**config.mk**
```make
export PLATFORM = sky130hd
export DESIGN_NAME = motor_fault_supervisor_flat
export DESIGN_NICKNAME = d
export VERILOG_FILES = /design/src/rtl/mfs_pkg.sv /design/src/rtl/mfs_if.sv /design/src/rtl/mfs_cfg_regs.sv /design/src/rtl/mfs_fault_core.sv /design/src/rtl/motor_fault_supervisor.sv /design/src/flat_wrapper.sv
export SDC_FILE = /design/constraint.sdc
export NUM_CORES = 1
export LEC_CHECK = 0
export BUFFER_PORTS_ARGS = -buffer_cell sky130_fd_sc_hd__buf_2
export CAP_MARGIN = 0
export CORE_MARGIN = 5
export CORE_UTILIZATION = 43
export DETAILED_ROUTE_END_ITERATION = 6
export SYNTH_ARGS = -nofsm -noshare
export SYNTH_HDL_FRONTEND = slang
export SYNTH_SLANG_ARGS = --single-unit
```
**constraint.sdc**
```tcl
create_clock -name clk -period 3 [get_ports clk]
set_input_delay 0.3 -clock clk [delete_from_list [all_inputs] [get_ports clk]]
set_output_delay 0.3 -clock clk [all_outputs]
set_load 0.01 [all_outputs]
```
**src/rtl/mfs_pkg.sv**
```systemverilog
// shared types, codes and reset values of the motor fault supervisor
package mfs_pkg;

	// field widths
	localparam int CURRENT_W  = 16;
	localparam int VOLT_W     = 16;
	localparam int SPEED_W    = 16;
	localparam int HOLD_W     = 16;
	localparam int VHOLD_W    = 8;
	localparam int FAULT_W    = 3;
	localparam int CFG_IDX_W  = 3;
	localparam int CFG_DATA_W = 16;

	// derating: reference * 24576 >> 15, i.e. 75 percent
	localparam int DERATE_W     = 15;
	localparam int DERATE_SHIFT = 15;
	localparam logic [DERATE_W-1:0] DERATE_NUM = 15'd24576;

	// register reset values
	localparam logic signed [CURRENT_W-1:0] RST_OVERLOAD_LIMIT  = 16'sd32767;
	localparam logic [VOLT_W-1:0]           RST_OVERVOLT_LIMIT  = 16'd65535;
	localparam logic [VOLT_W-1:0]           RST_UNDERVOLT_LIMIT = 16'd0;
	localparam logic [SPEED_W-1:0]          RST_OVERSPEED_LIMIT = 16'd65535;
	localparam logic [HOLD_W-1:0]           RST_OVERLOAD_HOLD   = 16'd60000;
	localparam logic [VHOLD_W-1:0]          RST_VOLT_HOLD       = 8'd20;
	localparam logic [HOLD_W-1:0]           RST_OVERSPEED_HOLD  = 16'd3000;

	// configuration register indexes
	typedef enum logic [CFG_IDX_W-1:0] {
		REG_OVERLOAD_LIMIT  = 3'd0,
		REG_OVERVOLT_LIMIT  = 3'd1,
		REG_UNDERVOLT_LIMIT = 3'd2,
		REG_OVERSPEED_LIMIT = 3'd3,
		REG_OVERLOAD_HOLD   = 3'd4,
		REG_VOLT_HOLD       = 3'd5,
		REG_OVERSPEED_HOLD  = 3'd6
	} cfg_idx_t;

	// latched fault codes
	typedef enum logic [FAULT_W-1:0] {
		FAULT_NONE      = 3'd0,
		FAULT_OVERLOAD  = 3'd1,
		FAULT_OVERVOLT  = 3'd2,
		FAULT_UNDERVOLT = 3'd3,
		FAULT_OVERSPEED = 3'd4
	} fault_code_t;

	typedef struct packed {
		logic signed [CURRENT_W-1:0] overload_limit;
		logic [VOLT_W-1:0]           overvolt_limit;
		logic [VOLT_W-1:0]           undervolt_limit;
		logic [SPEED_W-1:0]          overspeed_limit;
		logic [HOLD_W-1:0]           overload_hold;
		logic [VHOLD_W-1:0]          volt_hold;
		logic [HOLD_W-1:0]           overspeed_hold;
	} cfg_t;

	typedef struct packed {
		logic signed [CURRENT_W-1:0] torque_current;
		logic                        run_request;
		logic [VOLT_W-1:0]           bus_voltage;
		logic [SPEED_W-1:0]          motor_speed;
		logic                        derate_request;
		logic [SPEED_W-1:0]          speed_request;
	} sample_t;

	typedef struct packed {
		fault_code_t        fault_code;
		logic [SPEED_W-1:0] speed_reference;
		logic               run_enable;
	} status_t;

endpackage

```
**src/rtl/mfs_if.sv**
```systemverilog
// valid/ready channel interfaces for input samples and status results
interface mfs_sample_if;
	import mfs_pkg::*;

	logic                        valid;
	logic                        ready;
	logic signed [CURRENT_W-1:0] torque_current;
	logic                        run_request;
	logic [VOLT_W-1:0]           bus_voltage;
	logic [SPEED_W-1:0]          motor_speed;
	logic                        derate_request;
	logic [SPEED_W-1:0]          speed_request;

	modport source (
		output valid, torque_current, run_request, bus_voltage, motor_speed,
		       derate_request, speed_request,
		input  ready
	);
	modport sink (
		input  valid, torque_current, run_request, bus_voltage, motor_speed,
		       derate_request, speed_request,
		output ready
	);
endinterface

interface mfs_status_if;
	import mfs_pkg::*;

	logic               valid;
	logic               ready;
	logic [FAULT_W-1:0] fault_code;
	logic [SPEED_W-1:0] speed_reference;
	logic               run_enable;

	modport source (
		output valid, fault_code, speed_reference, run_enable,
		input  ready
	);
	modport sink (
		input  valid, fault_code, speed_reference, run_enable,
		output ready
	);
endinterface

```
**src/rtl/mfs_cfg_regs.sv**
```systemverilog
// configuration register file: limits and hold times
module mfs_cfg_regs (
	input  logic                           clk,
	input  logic                           arst_n,
	input  logic                           cfg_we,
	input  logic [mfs_pkg::CFG_IDX_W-1:0]  cfg_index,
	input  logic [mfs_pkg::CFG_DATA_W-1:0] cfg_data,
	output mfs_pkg::cfg_t                  cfg
);
	import mfs_pkg::*;

	cfg_t cfg_q;

	// register writes, unknown indexes are dropped
	always_ff @(posedge clk or negedge arst_n) begin
		if (!arst_n) begin
			cfg_q.overload_limit  <= RST_OVERLOAD_LIMIT;
			cfg_q.overvolt_limit  <= RST_OVERVOLT_LIMIT;
			cfg_q.undervolt_limit <= RST_UNDERVOLT_LIMIT;
			cfg_q.overspeed_limit <= RST_OVERSPEED_LIMIT;
			cfg_q.overload_hold   <= RST_OVERLOAD_HOLD;
			cfg_q.volt_hold       <= RST_VOLT_HOLD;
			cfg_q.overspeed_hold  <= RST_OVERSPEED_HOLD;
		end else if (cfg_we) begin
			case (cfg_idx_t'(cfg_index))
				REG_OVERLOAD_LIMIT:  cfg_q.overload_limit  <= $signed(cfg_data[CURRENT_W-1:0]);
				REG_OVERVOLT_LIMIT:  cfg_q.overvolt_limit  <= cfg_data[VOLT_W-1:0];
				REG_UNDERVOLT_LIMIT: cfg_q.undervolt_limit <= cfg_data[VOLT_W-1:0];
				REG_OVERSPEED_LIMIT: cfg_q.overspeed_limit <= cfg_data[SPEED_W-1:0];
				REG_OVERLOAD_HOLD:   cfg_q.overload_hold   <= cfg_data[HOLD_W-1:0];
				REG_VOLT_HOLD:       cfg_q.volt_hold       <= cfg_data[VHOLD_W-1:0];
				REG_OVERSPEED_HOLD:  cfg_q.overspeed_hold  <= cfg_data[HOLD_W-1:0];
				default: ;
			endcase
		end
	end

	assign cfg = cfg_q;

endmodule

```
**src/rtl/mfs_fault_core.sv**
```systemverilog
// fault counters, fault latch, derating and run enable for one sample
module mfs_fault_core (
	input  logic             clk,
	input  logic             arst_n,
	input  mfs_pkg::cfg_t    cfg,
	input  mfs_pkg::sample_t sample,
	input  logic             advance,
	output mfs_pkg::status_t status
);
	import mfs_pkg::*;

	logic [HOLD_W-1:0]  ol_count_q, ol_count_n;
	logic [VHOLD_W-1:0] ov_count_q, ov_count_n;
	logic [VHOLD_W-1:0] uv_count_q, uv_count_n;
	logic [HOLD_W-1:0]  os_count_q, os_count_n;
	fault_code_t        fault_q, fault_n;
	logic [SPEED_W+DERATE_W-1:0] derate_prod;

	// condition checks in order: overload, bus voltage, overspeed
	always_comb begin
		ol_count_n = ol_count_q;
		ov_count_n = ov_count_q;
		uv_count_n = uv_count_q;
		os_count_n = os_count_q;
		fault_n    = fault_q;

		if (sample.torque_current > cfg.overload_limit && sample.run_request) begin
			if (ol_count_q < cfg.overload_hold) ol_count_n = ol_count_q + 1'b1;
			else fault_n = FAULT_OVERLOAD;
		end else begin
			ol_count_n = '0;
		end

		if (sample.bus_voltage > cfg.overvolt_limit) begin
			if (ov_count_q < cfg.volt_hold) ov_count_n = ov_count_q + 1'b1;
			else fault_n = FAULT_OVERVOLT;
		end else if (sample.bus_voltage < cfg.undervolt_limit) begin
			if (uv_count_q < cfg.volt_hold) uv_count_n = uv_count_q + 1'b1;
			else fault_n = FAULT_UNDERVOLT;
		end else begin
			ov_count_n = '0;
			uv_count_n = '0;
		end

		// overspeed only fills an empty latch
		if (sample.motor_speed > cfg.overspeed_limit) begin
			if (os_count_q < cfg.overspeed_hold) os_count_n = os_count_q + 1'b1;
			else if (fault_n == FAULT_NONE) fault_n = FAULT_OVERSPEED;
		end else begin
			os_count_n = '0;
		end
	end

	// state update once per sample
	always_ff @(posedge clk or negedge arst_n) begin
		if (!arst_n) begin
			ol_count_q <= '0;
			ov_count_q <= '0;
			uv_count_q <= '0;
			os_count_q <= '0;
			fault_q    <= FAULT_NONE;
		end else if (advance) begin
			ol_count_q <= ol_count_n;
			ov_count_q <= ov_count_n;
			uv_count_q <= uv_count_n;
			os_count_q <= os_count_n;
			fault_q    <= fault_n;
		end
	end

	// speed reference derating and result fields
	assign derate_prod = sample.speed_request * DERATE_NUM;

	always_comb begin
		status.fault_code      = fault_n;
		status.speed_reference = sample.derate_request ?
			derate_prod[DERATE_SHIFT +: SPEED_W] : sample.speed_request;
		status.run_enable      = sample.run_request && (fault_n == FAULT_NONE);
	end

`ifndef NO_ASSERTIONS
	// a latched fault stays until reset
	a_fault_sticky: assert property (@(posedge clk) disable iff (!arst_n)
		fault_q != FAULT_NONE |=> fault_q != FAULT_NONE)
		else $error("latched fault cleared");

	// overspeed never replaces another latched code
	a_overspeed_prio: assert property (@(posedge clk) disable iff (!arst_n)
		(fault_q == FAULT_OVERSPEED && $past(fault_q) != FAULT_OVERSPEED)
		|-> $past(fault_q) == FAULT_NONE)
		else $error("overspeed overwrote a latched fault");

	// counters and latch move only when a sample is processed
	a_state_hold: assert property (@(posedge clk) disable iff (!arst_n)
		!advance |=> ($stable(ol_count_q) && $stable(ov_count_q) && $stable(uv_count_q)
			&& $stable(os_count_q) && $stable(fault_q)))
		else $error("supervisor state changed without a sample");
`endif

endmodule

```
**src/rtl/motor_fault_supervisor.sv**
```systemverilog
// top level of the motor fault supervisor: input stage, fault core, result register
//
// channel  | dir | payload                                              | beat
// ---------+-----+------------------------------------------------------+-----------------
// sample   | in  | torque_current run_request bus_voltage motor_speed   | valid && ready
//          |     | derate_request speed_request                         |
// status   | out | fault_code speed_reference run_enable                | valid && ready
// cfg      | in  | cfg_index cfg_data                                   | cfg_we
//
// one sample per cycle sustained while status.ready stays high; a taken beat passes the input
// register, then counter/compare logic into the result register
// reset clears the counters, the fault latch and both valid flags, and loads the
// register reset values
// a stalled status beat holds; the input register still takes one more beat if it is empty, and
// the block keeps sample.ready high while it is empty or whenever the held sample can move on
module motor_fault_supervisor (
	input  logic                           clk,
	input  logic                           arst_n,
	input  logic                           cfg_we,
	input  logic [mfs_pkg::CFG_IDX_W-1:0]  cfg_index,
	input  logic [mfs_pkg::CFG_DATA_W-1:0] cfg_data,
	mfs_sample_if.sink                     sample,
	mfs_status_if.source                   status
);
	import mfs_pkg::*;

	cfg_t    cfg;
	sample_t sample_s1;
	logic    valid_s1;
	status_t result_n;
	status_t result_q;
	logic    out_valid_q;
	logic    advance;

	mfs_cfg_regs u_cfg (
		.clk       (clk),
		.arst_n    (arst_n),
		.cfg_we    (cfg_we),
		.cfg_index (cfg_index),
		.cfg_data  (cfg_data),
		.cfg       (cfg)
	);

	// handshake: held sample moves on when the result register is free
	assign advance      = valid_s1 && (!out_valid_q || status.ready);
	assign sample.ready = !valid_s1 || advance;

	// input register
	always_ff @(posedge clk or negedge arst_n) begin
		if (!arst_n) begin
			valid_s1 <= 1'b0;
		end else if (sample.ready) begin
			valid_s1 <= sample.valid;
		end
	end

	always_ff @(posedge clk) begin
		if (sample.valid && sample.ready) begin
			sample_s1.torque_current <= sample.torque_current;
			sample_s1.run_request    <= sample.run_request;
			sample_s1.bus_voltage    <= sample.bus_voltage;
			sample_s1.motor_speed    <= sample.motor_speed;
			sample_s1.derate_request <= sample.derate_request;
			sample_s1.speed_request  <= sample.speed_request;
		end
	end

	mfs_fault_core u_core (
		.clk     (clk),
		.arst_n  (arst_n),
		.cfg     (cfg),
		.sample  (sample_s1),
		.advance (advance),
		.status  (result_n)
	);

	// result register
	always_ff @(posedge clk or negedge arst_n) begin
		if (!arst_n) begin
			out_valid_q <= 1'b0;
		end else if (advance) begin
			out_valid_q <= 1'b1;
		end else if (status.ready) begin
			out_valid_q <= 1'b0;
		end
	end

	always_ff @(posedge clk) begin
		if (advance) begin
			result_q <= result_n;
		end
	end

	assign status.valid           = out_valid_q;
	assign status.fault_code      = result_q.fault_code;
	assign status.speed_reference = result_q.speed_reference;
	assign status.run_enable      = result_q.run_enable;

endmodule

```
**src/flat_wrapper.sv**
```systemverilog
// flat-port wrapper written by rule: the top's interface ports become plain ports
module motor_fault_supervisor_flat import mfs_pkg::*;
  (clk, arst_n, cfg_we, cfg_index, cfg_data, sample_valid, sample_torque_current, sample_run_request, sample_bus_voltage, sample_motor_speed, sample_derate_request, sample_speed_request, sample_ready, status_valid, status_fault_code, status_speed_reference, status_run_enable, status_ready);
  mfs_sample_if sample_i ();
  mfs_status_if status_i ();
  input  logic clk;
  input  logic arst_n;
  input  logic cfg_we;
  input  logic [mfs_pkg::CFG_IDX_W-1:0] cfg_index;
  input  logic [mfs_pkg::CFG_DATA_W-1:0] cfg_data;
  input wire logic [$bits(sample_i.valid)-1:0] sample_valid;
  input wire logic [$bits(sample_i.torque_current)-1:0] sample_torque_current;
  input wire logic [$bits(sample_i.run_request)-1:0] sample_run_request;
  input wire logic [$bits(sample_i.bus_voltage)-1:0] sample_bus_voltage;
  input wire logic [$bits(sample_i.motor_speed)-1:0] sample_motor_speed;
  input wire logic [$bits(sample_i.derate_request)-1:0] sample_derate_request;
  input wire logic [$bits(sample_i.speed_request)-1:0] sample_speed_request;
  output wire logic [$bits(sample_i.ready)-1:0] sample_ready;
  output wire logic [$bits(status_i.valid)-1:0] status_valid;
  output wire logic [$bits(status_i.fault_code)-1:0] status_fault_code;
  output wire logic [$bits(status_i.speed_reference)-1:0] status_speed_reference;
  output wire logic [$bits(status_i.run_enable)-1:0] status_run_enable;
  input wire logic [$bits(status_i.ready)-1:0] status_ready;
  assign sample_i.valid = sample_valid;
  assign sample_i.torque_current = sample_torque_current;
  assign sample_i.run_request = sample_run_request;
  assign sample_i.bus_voltage = sample_bus_voltage;
  assign sample_i.motor_speed = sample_motor_speed;
  assign sample_i.derate_request = sample_derate_request;
  assign sample_i.speed_request = sample_speed_request;
  assign sample_ready = sample_i.ready;
  assign status_valid = status_i.valid;
  assign status_fault_code = status_i.fault_code;
  assign status_speed_reference = status_i.speed_reference;
  assign status_run_enable = status_i.run_enable;
  assign status_i.ready = status_ready;
  motor_fault_supervisor u_core (.clk(clk), .arst_n(arst_n), .cfg_we(cfg_we), .cfg_index(cfg_index), .cfg_data(cfg_data), .sample(sample_i), .status(status_i));
endmodule
```
==> results.py <==
metrics = {
    "status": {
        "status": "finished, final reports clean",
    },
    "clocking": {
        "cts_tree": "done",
        "cts_setup_buffers": 0,
        "cts_max_level": 1,
        "clockBufferDepth": 3,
        "cts_root_buf": "clkbuf_16",
        "cts_buffers": 27,
        "clkTransAtPathRegs_ns": 0.06,
        "clock_sinks": 243,
        "clk_latency_ns": 0.53,
    },
    "synth": {
        "synthArstFlopShare_pct": 64.6,
        "avgSynthCellArea_sq_um": 10.9,
        "seq_area_frac_synth_pct": 51.3,
        "syn_area_sq_mm": 0.0128,
        "synth_edf_count": 86,
        "ys_types": 73,
        "syn_inst": 1175,
        "synth.top_cell.area_share_pct": 20.1,
        "yosys-top-cells-area": "edfxtp_1, dfrtp_1, dfstp_2",
        "netlist.top_cell.by_area": "edfxtp_1",
        "yosys_warnings": 0,
        "ys_seq_elements": 243,
        "synth_ff_type": "dfrtp_1",
        "synth_nets": 1393,
    },
    "placement": {
        "post-place-ws_ns": 0.0153,
        "gp_congestion": 0.851,
        "post-dp-hpwl_microns": 20900,
        "port_buffers": 111,
    },
    "worst_setup_path": {
        "critPathMaxFanout": 13,
        "r2r_end": "u_core.u_core.ov_count_q[4]",
        "rrSetupSlack_ns": 0.14,
        "cp_top_family": "compound AO/OA/AOI/OAI gates",
        "crit_slowest_cell": "dfstp_2",
        "timing.rr.start": "u_core.u_cfg.cfg[85]",
        "slowest_delay_ns": 0.51,
        "reg2reg_depth": 11,
        "critical_path_class": "flop to flop",
        "path_cells": "inv_1 > ha_1 > a21o_1 > a21o_1 > a221oi_2 > buf_4 > a21oi_1 > a21o_2 > and2_4 > or4_1 > a21oi_1",
        "critPathArrivalTime_ns": 3.32,
        "cp-start-kind": "flop",
        "cp.required_ns": 3.46,
        "cp.buffers_inverters": 2,
        "endpoint_kind": "flop",
    },
    "layout": {
        "final_nets": 1600,
        "syn2layout_area_growth_pct": 20.9,
        "drive_above_1_share_pct": 22.5,
        "fillerInstances": 2560,
        "final_util_pct": 52.5,
        "insertedDiodeCount": 0,
    },
    "global_routing": {
        "grt_max_degree": 65,
        "antenna_found_initial": 0,
        "grt.total_usage_pct": 17.7,
        "gr-total-overflow": 0,
        "grt_pass1_wl_microns": 48200,
        "first_global_vias": 9069,
    },
    "sta": {
        "slew_violations": 0,
        "fin_crit_sh_pct": 95.5,
        "max_freq_mhz": 349,
        "slew_headroom_pct": 54.3,
        "finalClockSkew_ns": 0.0143,
        "worstMarginPinSlew_ns": 0.683,
        "fin_tns_setup_ns": 0,
        "final-setup-viol-count": 0,
        "fin_ws_ns": 0.136,
        "post-route-min-period_ns": 2.86,
        "finalHoldViolCount": 0,
        "rsz0062_at_grt": "true",
    },
    "power": {
        "power.switching_mw": 2.67,
        "p_clk_share_pct": 32.0,
        "ir_drop_mv": 0.498,
        "p_per_area_mw_per_mm2": 605,
        "sw_frac_of_total_pct": 28.4,
        "intPower_mw": 6.72,
        "p_seq_share_pct": 46.2,
        "p_comb_share_pct": 21.8,
        "total_power_mw": 9.39,
        "leakage_nw": 6.98,
    },
    "floorplanning": {
        "io_pins": 112,
        "rows": 63,
        "dieHeight_microns": 183,
        "core_area_sq_mm": 0.0296,
        "dieArea_sq_mm": 0.0334,
        "start_util_pct": 43.4,
        "dieWidth_microns": 183,
    },
    "route": {
        "wl_microns": 29600,
        "vias_per_cell": 5.19,
        "ant_nets": 0,
        "post_drt_wl_per_cell_microns": 16.5,
        "drtPass1Iterations": 6,
        "vias": 9299,
        "drc_errors": 0,
        "initialDrtViolationCount": 426,
    },
    "min_path": {
        "hold_start": "status_ready",
        "hold_depth": 3,
        "min_to": "u_core.status.valid",
        "hold_class": "input port to flop",
    },
    "flow_run": {
        "drv_cap": 0,
    },
}
==> layout by cell type (no fill, tap or decap), types with 4 or more instances in the layout <==
cell	n
o211ai_1	7
a21oi_1	58
buf_2	110
or3_1	6
edfxtp_1	86
o41ai_1	6
nor4_1	11
nor2b_1	4
clkbuf_1	10
clkbuf_16	27
or4_1	5
buf_4	27
dfrtp_1	94
and2_1	4
o311ai_1	4
o21a_1	9
xnor2_1	8
nand4_1	24
o21ai_0	97
ha_1	127
nor3_2	4
nor2_1	38
nand3_1	38
mux2_2	53
nand2_1	108
and3_1	8
a21o_1	32
o21ai_1	15
xor2_1	11
nor3_1	13
mux2i_1	5
dfstp_2	63
inv_1	115
dlygate4sd3_1	68
clkinv_1	5
nand2b_1	23
o31ai_1	8
==> final cells by class <==
cell class | count | area [sq um] | share of cell area (%)
multi-input cells | 785 | 5720 | 36.9
clock buffers | 39 | 741 | 4.77
well taps | 390 | 488 | 3.14
clock inverters | 10 | 53.8 | 0.347
repair buffers | 209 | 1500 | 9.64
inverters | 116 | 435 | 2.80
flip-flops and latches | 243 | 6590 | 42.4
==> sequential cells by signal, indices dropped and copies added, names as in the netlist, 3 cells and up <==
register	count
u_core.sample_s1	66
u_core.status.fault_code	3
u_core.status.speed_reference	16
u_core.u_cfg.cfg	104
u_core.u_core.fault_q	3
u_core.u_core.ol_count_q	16
u_core.u_core.os_count_q	16
u_core.u_core.ov_count_q	8
u_core.u_core.uv_count_q	8
==> power groups by stage <==
stage / Combinational [mW] / Sequential [mW] / Clock [mW]
detailed placement: 1.95 / 4.40 / 0
floorplan: 1.37 / 4.33 / 0
global placement: 1.91 / 4.38 / 0
CTS: 2.05 / 4.34 / 3.09
global route: 2.35 / 4.40 / 3.24
finish: 2.04 / 4.34 / 3.01
==> synth_stat cells (4+ instances only) <==
| master | n |
|---|---|
| nor2_1 | 39 |
| a21oi_1 | 58 |
| nand2b_1 | 23 |
| dfrtp_1 | 94 |
| o311ai_1 | 4 |
| dfstp_2 | 63 |
| nor4_1 | 11 |
| xnor2_1 | 8 |
| buf_2 | 4 |
| o41ai_1 | 6 |
| a21o_1 | 33 |
| o31ai_1 | 8 |
| nand2_1 | 108 |
| o21ai_0 | 97 |
| mux2i_1 | 5 |
| nand4_1 | 24 |
| nor3_1 | 15 |
| nand3_1 | 38 |
| and3_1 | 8 |
| inv_1 | 115 |
| mux2_2 | 53 |
| or3_1 | 6 |
| or4_1 | 5 |
| o211ai_1 | 7 |
| and2_1 | 5 |
| o21a_1 | 9 |
| ha_1 | 127 |
| nor2b_1 | 4 |
| xor2_1 | 11 |
| clkbuf_1 | 24 |
| edfxtp_1 | 86 |
| o21ai_1 | 16 |
==> logic make-up after synthesis <==
kind of cell / synth area share (%)
multiplexers: 5.13
adder cells (fa/ha/maj): 12.5
buffers and inverters: 4.48
AND/OR/NAND/NOR: 12.1
AO/OA/AOI/OAI: 13.2
flip-flops: 51.3
XOR/XNOR: 1.30
==> stage by stage <==
step / instance area (sq um) / hold slack, ns / std cells
floorplan: 12800 / 0.00441 / 1175
global placement: 14000 / 0.346 / 1675
global route: 15500 / 0.0802 / 1792
detailed placement: 14000 / 0.341 / 1675
CTS: 15500 / 0.0410 / 1792
finish: 15500 / 0.0649 / 1792
==> routing by layer <==
metal | global-route usage [%] | wire, microns
met1 | 24.3 | 13800
met2 | 30.2 | 14300
met3 | 2.34 | 1010
met4 | 3.75 | 489
met5 | 0 | 0
==> what timing repair did <==
action / 4_1_cts / 5_1_grt
setup endpoints to repair: 0 / 12
hold buffers: 68 / 0
resized for setup: 0 / 7
endpoints found under the hold margin: 104 / 0
==> worst max path at each step <==
stage                    startpoint                     endpoint  slack (ns)  cells past startpoint
2_1_floorplan  u_core.u_cfg.cfg[85]  u_core.u_core.ov_count_q[5]        0.33                     11
3_3_place_gp   u_core.u_cfg.cfg[85]  u_core.u_core.ov_count_q[5]        0.17                     11
3_5_place_dp   u_core.u_cfg.cfg[85]  u_core.u_core.ov_count_q[5]        0.02                     11
4_1_cts        u_core.u_cfg.cfg[85]  u_core.u_core.ov_count_q[5]       0.007                     11
5_1_grt        u_core.u_cfg.cfg[83]  u_core.u_core.ov_count_q[4]       0.002                     11
6_report       u_core.u_cfg.cfg[85]  u_core.u_core.ov_count_q[4]        0.14                     11
==> worst reg2reg max path, delay by kind of cell (launching register included) <==
family	cells	cell delay, ns
buffers and inverters	2	0.19
adders and majority gates	1	0.30
and+or+nand+nor	2	0.72
AOI/OAI and AO/OA	6	1.08
DFF	1	0.51
Note: power is estimated with default switching activity, not from simulation.
